## src/kfpv_pkg.sv

```systemverilog
// kfpv_pkg: shared constants, types and saturation helpers for the
// constant-velocity Kalman filter. No dependencies.
`default_nettype none
package kfpv_pkg;

	// Time step, Q0.32, and its powers (truncated products)
	localparam logic [63:0] DT_FRACTION = 64'd4294967;
	localparam logic [63:0] DT  = DT_FRACTION & 64'h0000_0000_FFFF_FFFF;
	localparam logic [63:0] DT2 = (DT * DT) >> 32;
	localparam logic [63:0] DT3 = (DT2 * DT) >> 32;
	localparam logic [63:0] DT4 = (DT3 * DT) >> 32;

	// Magnitude ceiling of every product and quotient
	localparam logic [63:0] MAG_CAP = 64'h4000_0000_0000_0000;

	localparam int CFG_IDX_W  = 3;
	localparam int CFG_DATA_W = 48;

	typedef enum logic [CFG_IDX_W-1:0] {
		REG_MEAS_NOISE,
		REG_PROC_NOISE,
		REG_INIT_POS,
		REG_INIT_VEL,
		REG_INIT_COV_PP,
		REG_INIT_COV_PV,
		REG_INIT_COV_VP,
		REG_INIT_COV_VV
	} kfpv_reg_t;

	typedef enum logic [2:0] {
		ST_IDLE,
		ST_MUL_GO,
		ST_MUL_WAIT,
		ST_CALC,
		ST_DIV_GO,
		ST_DIV_WAIT,
		ST_OUT
	} kfpv_state_t;

	// Product sequence: prediction terms, then the correction terms
	typedef enum logic [3:0] {
		OP_Q4,
		OP_Q3,
		OP_Q2,
		OP_P22DT,
		OP_P21DT,
		OP_APRED,
		OP_VDT,
		OP_K1Y,
		OP_K2Y,
		OP_K1A,
		OP_K1C,
		OP_K2A,
		OP_K2C
	} kfpv_op_t;

	function automatic logic signed [47:0] sat48(input logic signed [65:0] v);
		if (v > 66'sd140737488355327)
			return 48'sh7FFF_FFFF_FFFF;
		else if (v < -66'sd140737488355328)
			return 48'sh8000_0000_0000;
		else
			return v[47:0];
	endfunction

	function automatic logic signed [31:0] sat32(input logic signed [65:0] v);
		if (v > 66'sd2147483647)
			return 32'sh7FFF_FFFF;
		else if (v < -66'sd2147483648)
			return 32'sh8000_0000;
		else
			return v[31:0];
	endfunction

endpackage
`default_nettype wire

```

## src/kfpv_mul.sv

```systemverilog
// kfpv_mul: shared fixed-point multiplier, (a*b)>>32 toward zero, capped.
// One 32x32 partial product per cycle. Uses kfpv_pkg.
`default_nettype none
module kfpv_mul (
	input  wire logic               clk,
	input  wire logic               arst_n,
	input  wire logic               start,
	input  wire logic signed [63:0] a,
	input  wire logic signed [63:0] b,
	output logic                    done,
	output logic signed [63:0]      prod
);
	import kfpv_pkg::*;

	logic [63:0]  ua_q, ub_q;
	logic         neg_q;
	logic [127:0] acc_q;
	logic [1:0]   cnt_q;
	logic         busy_q, fin_q, done_q;
	logic signed [63:0] prod_q;

	logic [31:0]  xa, xb;
	logic [6:0]   sh;
	logic [63:0]  pp;
	logic [127:0] term;
	logic [63:0]  r, rm;
	logic         over;

	always_comb begin
		case (cnt_q)
			2'd0: begin xa = ua_q[31:0];  xb = ub_q[31:0];  sh = 7'd0;  end
			2'd1: begin xa = ua_q[31:0];  xb = ub_q[63:32]; sh = 7'd32; end
			2'd2: begin xa = ua_q[63:32]; xb = ub_q[31:0];  sh = 7'd32; end
			default: begin xa = ua_q[63:32]; xb = ub_q[63:32]; sh = 7'd64; end
		endcase
		pp   = {32'b0, xa} * {32'b0, xb};
		term = {64'b0, pp} << sh;
		r    = acc_q[95:32];
		over = (|acc_q[127:96]) || (r > MAG_CAP);
		rm   = over ? MAG_CAP : r;
	end

	always_ff @(posedge clk or negedge arst_n) begin
		if (!arst_n) begin
			busy_q <= 1'b0;
			fin_q  <= 1'b0;
			done_q <= 1'b0;
			cnt_q  <= 2'd0;
		end else begin
			fin_q  <= busy_q && !start && (cnt_q == 2'd3);
			done_q <= fin_q;
			if (start) begin
				busy_q <= 1'b1;
				cnt_q  <= 2'd0;
			end else if (busy_q) begin
				cnt_q <= cnt_q + 2'd1;
				if (cnt_q == 2'd3)
					busy_q <= 1'b0;
			end
		end
	end

	always_ff @(posedge clk) begin
		if (start) begin
			ua_q  <= a[63] ? 64'(-a) : 64'(a);
			ub_q  <= b[63] ? 64'(-b) : 64'(b);
			neg_q <= a[63] ^ b[63];
			acc_q <= '0;
		end else if (busy_q) begin
			acc_q <= acc_q + term;
		end
		if (fin_q)
			prod_q <= neg_q ? -$signed(rm) : $signed(rm);
	end

	assign done = done_q;
	assign prod = prod_q;
endmodule
`default_nettype wire

```

## config.mk

```make
export PLATFORM = sky130hd
export DESIGN_NAME = kfpv_mul
export DESIGN_NICKNAME = d
export VERILOG_FILES = /design/src/kfpv_pkg.sv /design/src/kfpv_mul.sv
export SDC_FILE = /design/constraint.sdc
export NUM_CORES = 2
export LEC_CHECK = 0
export ABC_CLOCK_PERIOD_IN_PS = 12800
export BUFFER_PORTS_ARGS = -buffer_cell sky130_fd_sc_hd__buf_2
export CAP_MARGIN = 20
export CORE_MARGIN = 4
export CORE_UTILIZATION = 25
export CTS_BUF_LIST = sky130_fd_sc_hd__clkbuf_2 sky130_fd_sc_hd__clkbuf_4 sky130_fd_sc_hd__clkbuf_8
export DETAILED_ROUTE_END_ITERATION = 10
export SYNTH_ARGS = -nofsm -noshare
export SYNTH_HDL_FRONTEND = slang
export SYNTH_SLANG_ARGS = --single-unit
```

## constraint.sdc

```tcl
create_clock -name clk -period 12.8 [get_ports clk]
set_clock_uncertainty 0.1 [all_clocks]
set_input_delay 2.56 -clock clk [delete_from_list [all_inputs] [get_ports clk]]
set_output_delay 2.56 -clock clk [all_outputs]
set_load 0.01 [all_outputs]
```

==> results.cfg <==
[global_routing]
antenna_found_initial = 6
busiest_layer = met2
grt_max_degree = 80
grt_util_met1_pct = 23.7
grt.total_usage_pct = 18.1
grt_pass1_wl_mm = 323
grt_overflow = 0
met2_usage_pct = 28.4
grt_pass1_vias = 50822
grt.met3_usage_pct = 4.17

[critical_path]
worst_path_most_repeated_cell = fa_1
critPathRequiredTime_ns = 13.39
r2r_slack_ns = 0.34
start_kind = flop
rr_worst_depth = 49
critical_path.slowest_cell = fa_1
end_kind = flop
critical_path.top_delay_family = adder cells
worstReg2RegEnd = acc_q[127]
crit_arrival_ns = 13.05
timing.rr.start = cnt_q[1]
criticalPathCategory = reg2reg
critPathMaxFanout = 15
slowest_delay_ns = 0.58
critPathBufInv = 14

[detailed_routing]
vias = 49781
postRouteAntennaNets = 0
drt_iter0_drc = 4056
wl_per_cell_um = 22.1
wl_mm = 221
firstDrtPassIters = 5
via_per_inst = 4.98
drc_errors = 0

[final_layout]
layout_common_cells = inv_1 (909), fa_1 (894), nor2_1 (889), nand2_1 (712), buf_4 (405)
layout.nets = 8382
syn2layout_area_growth_pct = 18.6
fillers = 23926
layout_commonest_cell = inv_1
layout-drive-gt1-share_pct = 14.8

[floorplan]
initial_utilization_pct = 25.2
row_count = 174
dieArea_um2 = 235000
io_pins = 196
dieHeight_um = 485
core_area_um2 = 226000
die_w_um = 485

[clock_network]
ctsLongestPathBuffers = 3
htreeDepth = 3
clock_sinks = 326
clkTransAtPathRegs_ns = 0.06
root_buffer = clkbuf_8
cts_tree = yes
hold_buffers = 0
cts-buffers-inserted = 67
worstSkewPairLatency_ns = 0.83

[place]
gp_congestion = 0.966
io_buffers = 195
dp_hpwl_mm = 178
place_ws_ns = -0.798

[timing]
finalHoldViolCount = 0
setup_ws_ns = 0.336
finalSetupViolCount = 0
fmax_ghz = 0.0802
worst_slew_pin_slew_ns = 1.10
hold_ws_ns = 0.365
relSlewSlack_pct = 26.4
maxSlewViolCount = 0
period_minus_slack_ns = 12.46
finalCritPeriodShare_pct = 97.4

[synthesis]
synth-edff-count = 193
syn_area_um2 = 56800
ys_types = 85
synth_warnings = 0
syn_avg_cell_area_um2 = 8.69
ys_seq_area_share_pct = 14.9
synth_fp_nets = 7966
ys_ff_latch = 326
synth-main-ff-cell = edfxtp_1
synthCells = 6541
async_flop_share_pct = 1.53

[min_path]
holdCritPathClass = reg2reg
min_from = acc_q[13]
min_to = acc_q[13]
min_path_cells = 2

[status]
outcome = completed

[flow_run]
drv_cap = 0
==> cells by family after synthesis <==
kind of cell,after synthesis,share of synthesized area (%)
xor+xnor,334,5.15
simple gates,2103,16.2
buf+inv,1246,8.23
flops,326,14.9
compound gates,1046,11.7
fa+ha+maj,1294,40.3
mux,192,3.53
==> worst reg2reg max path, delay by kind of cell, from the launching register on <==
kind,cells,cell delay [ns]
adder cells (fa/ha/maj),11,4.91
AO/OA/AOI/OAI,15,3.31
buffers and inverters,14,2.05
AND/OR/NAND/NOR,6,0.80
multiplexers,2,0.58
flip-flops,1,0.40
XOR/XNOR,1,0.20
==> layout make-up <==
cell class / count / area (um^2) / share of cell area (%)
multi-input cells: 4969 / 44700 / 66.2
flip-flops and latches: 326 / 8490 / 12.6
repair buffers: 681 / 5620 / 8.34
well taps: 2992 / 3740 / 5.55
inverters: 912 / 3420 / 5.08
clock buffers: 85 / 1080 / 1.60
clock inverters: 32 / 399 / 0.592
diodes: 5 / 12.5 / 0.0186
==> Yosys cell counts (42+ instances only) <==
cell type    n  area (um^2)
inv_1      910         3420
fa_1       897        18000
nor2_1     897         3370
nand2_1    713         2680
ha_1       397         4970
clkbuf_1   317         1190
a21oi_1    281         1410
o21ai_0    236         1180
xnor2_1    232         2030
edfxtp_1   193         5800
a21o_1     134         1010
dfxtp_1    128         2560
mux2i_1    126         1260
xor2_1     102          893
nand4_1     87          544
mux2_2      66          743
o31ai_1     66          495
nor3_1      65          325
o21bai_1    52          390
and2_1      50          313
o22ai_1     45          282
or3_1       44          275
nand3_1     42          210
==> routing by layer <==
metal / part of all wire [%] / vias up
met3: 8.6 / 505
met4: 5.4 / 4
li1: - / 22174
met5: 0.0095 / -
met2: 45 / 2113
met1: 41 / 24985
==> worst max path at each step <==
stage / slack [ns] / startpoint / to / cells past startpoint
after detailed placement: -0.80 / cnt_q[0] / acc_q[119] / 43
after floorplan: 0.51 / cnt_q[0] / acc_q[124] / 44
after global placement: -0.73 / cnt_q[0] / acc_q[119] / 43
after CTS: -0.01 / cnt_q[0] / acc_q[119] / 50
after global routing: -0.08 / cnt_q[1] / acc_q[120] / 48
final: 0.34 / cnt_q[1] / acc_q[127] / 49
==> through the flow <==
stage / cell area (um^2) / cells / TNS (ns) / util [%]
after floorplan: 56800 / 6541 / 0 / -
after global placement: 64400 / 9822 / -6.75 / 28.6
after detailed placement: 64400 / 9822 / -8.60 / 28.6
after CTS: 66100 / 9944 / -0.0123 / 29.3
after global routing: 67400 / 9999 / -0.198 / 29.9
final: 67400 / 10002 / 0 / 29.9
==> registers in the layout, summed over array words and instances (netlist names) <==
signal and count:
prod 64, busy_q 1, neg_q 1, cnt_q 2
fin_q 1, ua_q 64, done 1, ub_q 64
acc_q 128
==> timing repair <==
| action | in CTS | in global routing |
|---|---|---|
| buffers inserted | 5 | 42 |
| setup endpoints to repair | 41 | 54 |
| pin swaps | 3 | 25 |
| resized for setup | 41 | 122 |
| cloned | 0 | 9 |
Power is not shown: default switching activity piles up to over one toggle a cycle in this logic, so the estimate is an artifact.
