[config.mk]
export PLATFORM = sky130hd
export DESIGN_NAME = kfpv_div
export DESIGN_NICKNAME = d
export VERILOG_FILES = /design/src/kfpv_pkg.sv /design/src/kfpv_div.sv
export SDC_FILE = /design/constraint.sdc
export NUM_CORES = 1
export LEC_CHECK = 0
export BUFFER_PORTS_ARGS = -buffer_cell sky130_fd_sc_hd__buf_2
export CORE_UTILIZATION = 60
export CTS_BUF_LIST = sky130_fd_sc_hd__clkbuf_8 sky130_fd_sc_hd__clkbuf_16
export DETAILED_ROUTE_END_ITERATION = 7
export GPL_TIMING_DRIVEN = 0
export PLACE_DENSITY = 0.78
export SETUP_SLACK_MARGIN = 0.2
export SKIP_LAST_GASP = 1
export SLEW_MARGIN = 10
export SYNTH_ARGS = -nofsm -noshare
export SYNTH_HDL_FRONTEND = slang
export SYNTH_SLANG_ARGS = --single-unit
[constraint.sdc]
create_clock -name clk -period 6.7 [get_ports clk]
set_input_delay 0.67 -clock clk [delete_from_list [all_inputs] [get_ports clk]]
set_output_delay 0.67 -clock clk [all_outputs]
set_load 0.05 [all_outputs]
[src/kfpv_pkg.sv]
// kfpv_pkg: shared constants, types and saturation helpers for the
// constant-velocity Kalman filter. No dependencies.
`default_nettype none
package kfpv_pkg;

	// Time step, Q0.32, and its powers (truncated products)
	localparam logic [63:0] DT_FRACTION = 64'd4294967;
	localparam logic [63:0] DT  = DT_FRACTION & 64'h0000_0000_FFFF_FFFF;
	localparam logic [63:0] DT2 = (DT * DT) >> 32;
	localparam logic [63:0] DT3 = (DT2 * DT) >> 32;
	localparam logic [63:0] DT4 = (DT3 * DT) >> 32;

	// Magnitude ceiling of every product and quotient
	localparam logic [63:0] MAG_CAP = 64'h4000_0000_0000_0000;

	localparam int CFG_IDX_W  = 3;
	localparam int CFG_DATA_W = 48;

	typedef enum logic [CFG_IDX_W-1:0] {
		REG_MEAS_NOISE,
		REG_PROC_NOISE,
		REG_INIT_POS,
		REG_INIT_VEL,
		REG_INIT_COV_PP,
		REG_INIT_COV_PV,
		REG_INIT_COV_VP,
		REG_INIT_COV_VV
	} kfpv_reg_t;

	typedef enum logic [2:0] {
		ST_IDLE,
		ST_MUL_GO,
		ST_MUL_WAIT,
		ST_CALC,
		ST_DIV_GO,
		ST_DIV_WAIT,
		ST_OUT
	} kfpv_state_t;

	// Product sequence: prediction terms, then the correction terms
	typedef enum logic [3:0] {
		OP_Q4,
		OP_Q3,
		OP_Q2,
		OP_P22DT,
		OP_P21DT,
		OP_APRED,
		OP_VDT,
		OP_K1Y,
		OP_K2Y,
		OP_K1A,
		OP_K1C,
		OP_K2A,
		OP_K2C
	} kfpv_op_t;

	function automatic logic signed [47:0] sat48(input logic signed [65:0] v);
		if (v > 66'sd140737488355327)
			return 48'sh7FFF_FFFF_FFFF;
		else if (v < -66'sd140737488355328)
			return 48'sh8000_0000_0000;
		else
			return v[47:0];
	endfunction

	function automatic logic signed [31:0] sat32(input logic signed [65:0] v);
		if (v > 66'sd2147483647)
			return 32'sh7FFF_FFFF;
		else if (v < -66'sd2147483648)
			return 32'sh8000_0000;
		else
			return v[31:0];
	endfunction

endpackage
`default_nettype wire

[src/kfpv_div.sv]
// kfpv_div: restoring divider, (n<<32)/d for d>0, one quotient bit a cycle.
// Quotient capped, then saturated to 48 bits. Uses kfpv_pkg.
`default_nettype none
module kfpv_div (
	input  wire logic               clk,
	input  wire logic               arst_n,
	input  wire logic               start,
	input  wire logic signed [47:0] n,
	input  wire logic [48:0]        d,
	output logic                    done,
	output logic signed [47:0]      quo
);
	import kfpv_pkg::*;

	logic [95:0] num_q;
	logic [48:0] ud_q;
	logic [49:0] rem_q;
	logic [63:0] q_q;
	logic        ovf_q, neg_q;
	logic [6:0]  cnt_q;
	logic        busy_q, fin_q, done_q;
	logic signed [47:0] quo_q;

	logic [49:0] rem2, rem_n;
	logic [63:0] q_sh, q_n, qf;
	logic        ovf_n, ge;
	logic [47:0] mag;

	always_comb begin
		mag   = n[47] ? 48'(-n) : 48'(n);
		rem2  = {rem_q[48:0], num_q[95]};
		ovf_n = ovf_q || (q_q >= MAG_CAP);
		q_sh  = (q_q >= MAG_CAP) ? q_q : {q_q[62:0], 1'b0};
		ge    = rem2 >= {1'b0, ud_q};
		rem_n = ge ? rem2 - {1'b0, ud_q} : rem2;
		q_n   = (ge && !ovf_n) ? (q_sh | 64'd1) : q_sh;
		qf    = ovf_q ? MAG_CAP : q_q;
	end

	always_ff @(posedge clk or negedge arst_n) begin
		if (!arst_n) begin
			busy_q <= 1'b0;
			fin_q  <= 1'b0;
			done_q <= 1'b0;
			cnt_q  <= 7'd0;
		end else begin
			fin_q  <= busy_q && !start && (cnt_q == 7'd95);
			done_q <= fin_q;
			if (start) begin
				busy_q <= 1'b1;
				cnt_q  <= 7'd0;
			end else if (busy_q) begin
				cnt_q <= cnt_q + 7'd1;
				if (cnt_q == 7'd95)
					busy_q <= 1'b0;
			end
		end
	end

	always_ff @(posedge clk) begin
		if (start) begin
			num_q <= {16'b0, mag, 32'b0};
			ud_q  <= d;
			rem_q <= '0;
			q_q   <= '0;
			ovf_q <= 1'b0;
			neg_q <= n[47];
		end else if (busy_q) begin
			num_q <= {num_q[94:0], 1'b0};
			rem_q <= rem_n;
			q_q   <= q_n;
			ovf_q <= ovf_n;
		end
		if (fin_q)
			quo_q <= sat48(neg_q ? -66'(qf) : 66'(qf));
	end

	assign done = done_q;
	assign quo  = quo_q;
endmodule
`default_nettype wire

==> impl_summary.md <==
Run status
The flow ran to the end, and the final reports show no timing, DRC or antenna violations.

Timing
The final max-slew violation count came to 0. Final hold analysis gives a worst-case slack of 271 ps. The peak clock frequency supported by timing is 0.163 GHz. For the final database, setup skew stands at 27.2 ps. The post-route fraction of the period consumed by the critical path is 91.7%. The worst-margin pin slew is 1210 ps. The worst-case headroom to the max-slew limit is 19.4%. The number of endpoints with negative hold slack in the final report is 0. The worst path in the final design needs a cycle of 6150 ps, including I/O delays and setup. The setup violation total in the final timing report is 0.

Setup repair after global routing left no endpoint under its margin.

Worst setup path
The origin of the critical flop-to-flop path is ovf_q. Along the worst path, the maximum fanout reaches 10. The logic depth of the worst register-to-register path is 18. The endpoint of the most critical register-to-register path is quo[39]. The worst path arrival time is 6500 ps. The worst setup path is launched from a flip-flop. The required time of the critical path is 7050 ps. For flop-to-flop paths, the worst setup slack is 550 ps. The critical path is of the flip-flop to flip-flop type. The worst setup path is captured at a flip-flop.

Detailed routing
After detailed routing, the average wire length per cell comes to 16.8 µm. The final route contains 14900 vias. The sum of routed wire length over all layers is 42.2 mm. The pre-antenna-repair detailed-routing pass consisted of 5 iterations. Using the TritonRoute via totals, the vias-per-cell ratio works out to 5.92.

In the routed design, unresolved DRC markers number 0. Once detail routing completed, the nets flagged for antenna violations numbered 0. The count of routing violations after the opening detailed-route iteration is 1327.

Finish
The final design area excluding fillers is 19100 µm². Of the cells placed in the final design, the portion with a size suffix greater than 1 is 11.1%. The net total in the final layout is 2275. The area of the multi-input gates is 8770 µm². The layout has 2233 filler cells. Compared with the post-synthesis result, the final layout area differs by 14.1%. The area taken by flip-flops and latches is 7240 µm².

GRT
The number of global-route vias before repair is 13700. The total overflow reported by the global router is 0. The maximum number of pins on one net before global-route repair is 53.

The number of antenna violations at the first check in global routing is 1. The first global-routing pass estimated 67.8 mm of wire. In the global route stage, overall resource usage came out at 29.1%.

Yosys
The cell type contributing the most total cell area after synthesis is sky130_fd_sc_hd__edfxtp_1. Counting flops with an async set or reset pin after synthesis yields a share of 3.50%. The synthesized netlist occupies a cell area of 16800 µm².

The average instance in the mapped netlist occupies 8.67 µm². The proportion of synthesized area in mux cells is 3.66%. The xor-xnor portion of the synthesized cell area is 7.01%. The number of distinct library cells after synthesis is 71. Sorting the synthesized cells by area gives the leading types as sky130_fd_sc_hd__edfxtp_1 (26%), sky130_fd_sc_hd__dfxtp_1 (16%), sky130_fd_sc_hd__nand2_1 (6.0%), sky130_fd_sc_hd__a21oi_1 (5.9%), sky130_fd_sc_hd__xor2_1 (4.3%). Among all flip-flop cells after synthesis, the most frequent one is sky130_fd_sc_hd__edfxtp_1.

The fraction of the mapped netlist area in compound gates is 19.2%. Of the post-synthesis cell area, the dominant cell type holds 26.2%. By area, the combinational part of the netlist is dominated by compound AO/OA/AOI/OAI gates. The number of synthesized flops with an enable pin is 146.

Counting every net in the synthesized netlist gives 2086. The total of warnings raised by yosys is 0. The sequential-to-total area share from yosys stat is 43.2%. The gate count of the mapped netlist is 1933. After synthesis the netlist holds a flip-flop and latch count of 286. The adder-cell share of the synthesized area is 4.00%. Of the total synthesized cell area, the portion taken by AND, OR, NAND and NOR gates is 18.4%.

Floorplanning
The die is 169 µm wide. Once the floorplan was initialized, standard cells occupied 61.6% of the core. Measured along the y axis, the die boundary spans 169 µm. The number of standard-cell rows in the floorplan is 60. The area enclosed by the die boundary is 28600 µm².

The total core area is 27200 µm². The count of pins on the block boundary is 149.

Power and ir drop
Sequential cells account for 48.6% of the total power. The static leakage is 8.18 nW. The post-route total power is 3.97 mW.

The power density relative to cell area is 208 nW/µm². The internal cell power is 3.06 mW. The switching power of the nets is 906 µW.

Net switching is 22.8% of the power. The clock network fraction of design power is 44.0%. The share of power burned in combinational logic is 7.4%. The worst-case IR drop observed on VDD is 204 µV.

CTS
Clock tree synthesis inserted a total of 31 buffers. TritonCTS built the clock tree. The number of levels the H-tree was split into is 1. For the worst-skew pair, the clock arrives at the later sink with an insertion delay of 570 ps.

The buffer type at the clock tree root is sky130_fd_sc_hd__clkbuf_16. Clock-pin slew was measured on the worst setup and hold paths at 60 ps. The clock passes through at most 3 buffers. The number of clock sinks seen by CTS is 286.

Min path
The path category of the worst min-delay check is input pin to flip-flop. The worst hold path begins at d[41]. The destination of the worst hold path is ud_q[41]. The cell depth of the worst hold path is 1.

Place
Once detailed placement completed, the half-perimeter wirelength came to 30.9 mm. The total cell area at the placement stage is 18000 µm². The routability congestion estimate from global placement is 0.931. The count of input and output buffers is 148.

Run
The max-cap violation count is 0.
==> Yosys cell counts, drive strengths merged, types with 22 or more instances <==
master / instances
a21oi: 199
o21ai: 137
o31ai: 47
nor2: 181
nor3: 38
nand2: 266
clkbuf: 99
edfxtp: 146
nand3: 22
nand2b: 24
xnor2: 51
inv: 76
a21o: 24
nand4: 23
xor2: 83
ha: 52
mux2i: 59
dfxtp: 130
==> flip-flops by register name (all words and copies together) (netlist names) <==
| signal | flops |
|---|---|
| fin_q | 1 |
| num_q | 64 |
| quo | 48 |
| rem_q | 49 |
| neg_q | 1 |
| busy_q | 1 |
| cnt_q | 7 |
| ud_q | 49 |
| ovf_q | 1 |
| q_q | 64 |
| done | 1 |
==> area by class of cell <==
class,instances,area share [%]
diodes,1,0.0131
plain buffers,119,2.47
clock buffers,35,4.41
clock inverters,22,1.07
inverters,76,1.49
multi-input cells,1452,45.9
flip-flops and latches,286,37.9
well taps,372,2.44
repair buffers,156,4.37
==> worst max-delay path by stage <==
stage          startpoint  endpoint  slack (ps)  cells past startpoint
2_1_floorplan       ovf_q   quo[16]        2130                     20
3_3_place_gp        ovf_q   quo[18]        -230                     18
3_5_place_dp        ovf_q   quo[18]         -20                     18
4_1_cts             ovf_q   quo[11]         370                     18
5_1_grt             ovf_q   quo[39]         280                     18
6_report            ovf_q   quo[39]         550                     18
==> what timing repair did <==
action / in CTS / in global routing
hold buffers: 1 / 0
endpoints found under the hold margin: 10 / 0
setup buffers: 3 / 2
pin swaps: 2 / 1
endpoints found under the setup margin: 40 / 47
gates resized for setup: 0 / 3
==> worst max-delay path, stage by stage (launching register included) <==
cell                       delay (ps)
sky130_fd_sc_hd__dfxtp_1          500
sky130_fd_sc_hd__clkbuf_2         310
sky130_fd_sc_hd__inv_1            220
sky130_fd_sc_hd__clkbuf_1         340
sky130_fd_sc_hd__buf_1            350
sky130_fd_sc_hd__buf_1            340
sky130_fd_sc_hd__nand2_1          210
sky130_fd_sc_hd__ha_1             360
sky130_fd_sc_hd__nand2b_1         120
sky130_fd_sc_hd__nor4_2           450
sky130_fd_sc_hd__nand3_1          340
sky130_fd_sc_hd__o41ai_1          490
sky130_fd_sc_hd__xor2_1           160
sky130_fd_sc_hd__o21ai_0          240
sky130_fd_sc_hd__nand2_1          110
sky130_fd_sc_hd__or4_1            630
sky130_fd_sc_hd__clkbuf_1         170
sky130_fd_sc_hd__clkbuf_1         240
sky130_fd_sc_hd__o31ai_1          360
==> routing by layer <==
| metal | track usage [%] | part of all wire [%] |
|---|---|---|
| met4 | 8.73 | 2.1 |
| met1 | 40.0 | 45 |
| met2 | 47.0 | 45 |
| met3 | 5.12 | 7.6 |
| met5 | 0 | 0 |
==> power by group through the flow <==
stage	Sequential, mW	Combinational (mW)	Clock, mW
finish	1.93	0.293	1.75
global route	1.93	0.326	1.84
CTS	1.93	0.290	1.77
detailed placement	1.96	0.287	0
global placement	1.96	0.278	0
floorplan	1.96	0.188	0
==> cells in the final DEF, fill, tap and decap left out, types with 32 or more instances in the layout <==
cell type                   synthesis  final
sky130_fd_sc_hd__nand2_1          266    266
sky130_fd_sc_hd__xor2_1            83     83
sky130_fd_sc_hd__clkbuf_1          99     98
sky130_fd_sc_hd__edfxtp_1         146    146
sky130_fd_sc_hd__clkbuf_16          0     32
sky130_fd_sc_hd__ha_1              52     52
sky130_fd_sc_hd__nor2_1           181    181
sky130_fd_sc_hd__inv_1             76     84
sky130_fd_sc_hd__nor3_1            35     35
sky130_fd_sc_hd__mux2i_1           59     59
sky130_fd_sc_hd__buf_2              2    150
sky130_fd_sc_hd__xnor2_1           51     51
sky130_fd_sc_hd__o31ai_1           47     47
sky130_fd_sc_hd__o21ai_0          133    133
sky130_fd_sc_hd__dfxtp_1          130    130
sky130_fd_sc_hd__a21oi_1          199    199
==> metrics by stage <==
stage / cells / utilization (%) / setup TNS, ps / worst slack [ps]
after floorplan: 1933 / - / 0 / 2130
after global placement: 2453 / 66.1 / -4100 / -225
after detailed placement: 2455 / 66.3 / -27.3 / -18.8
after CTS: 2516 / 70.2 / 0 / 366
after global routing: 2519 / 70.3 / 0 / 278
final: 2519 / 70.3 / 0 / 553
==> logic make-up (layout without fill, tap and decap cells) <==
family                     Yosys count  count (layout)
adders and majority gates           53              53
DFF                                286             286
and+or+nand+nor                    671             671
other                                0               1
buffers and inverters              195             408
xor gates and xnor gates           134             134
muxes                               61              61
AOI/OAI and AO/OA                  533             533
No activity file was read; power rests on OpenSTA's default activity.
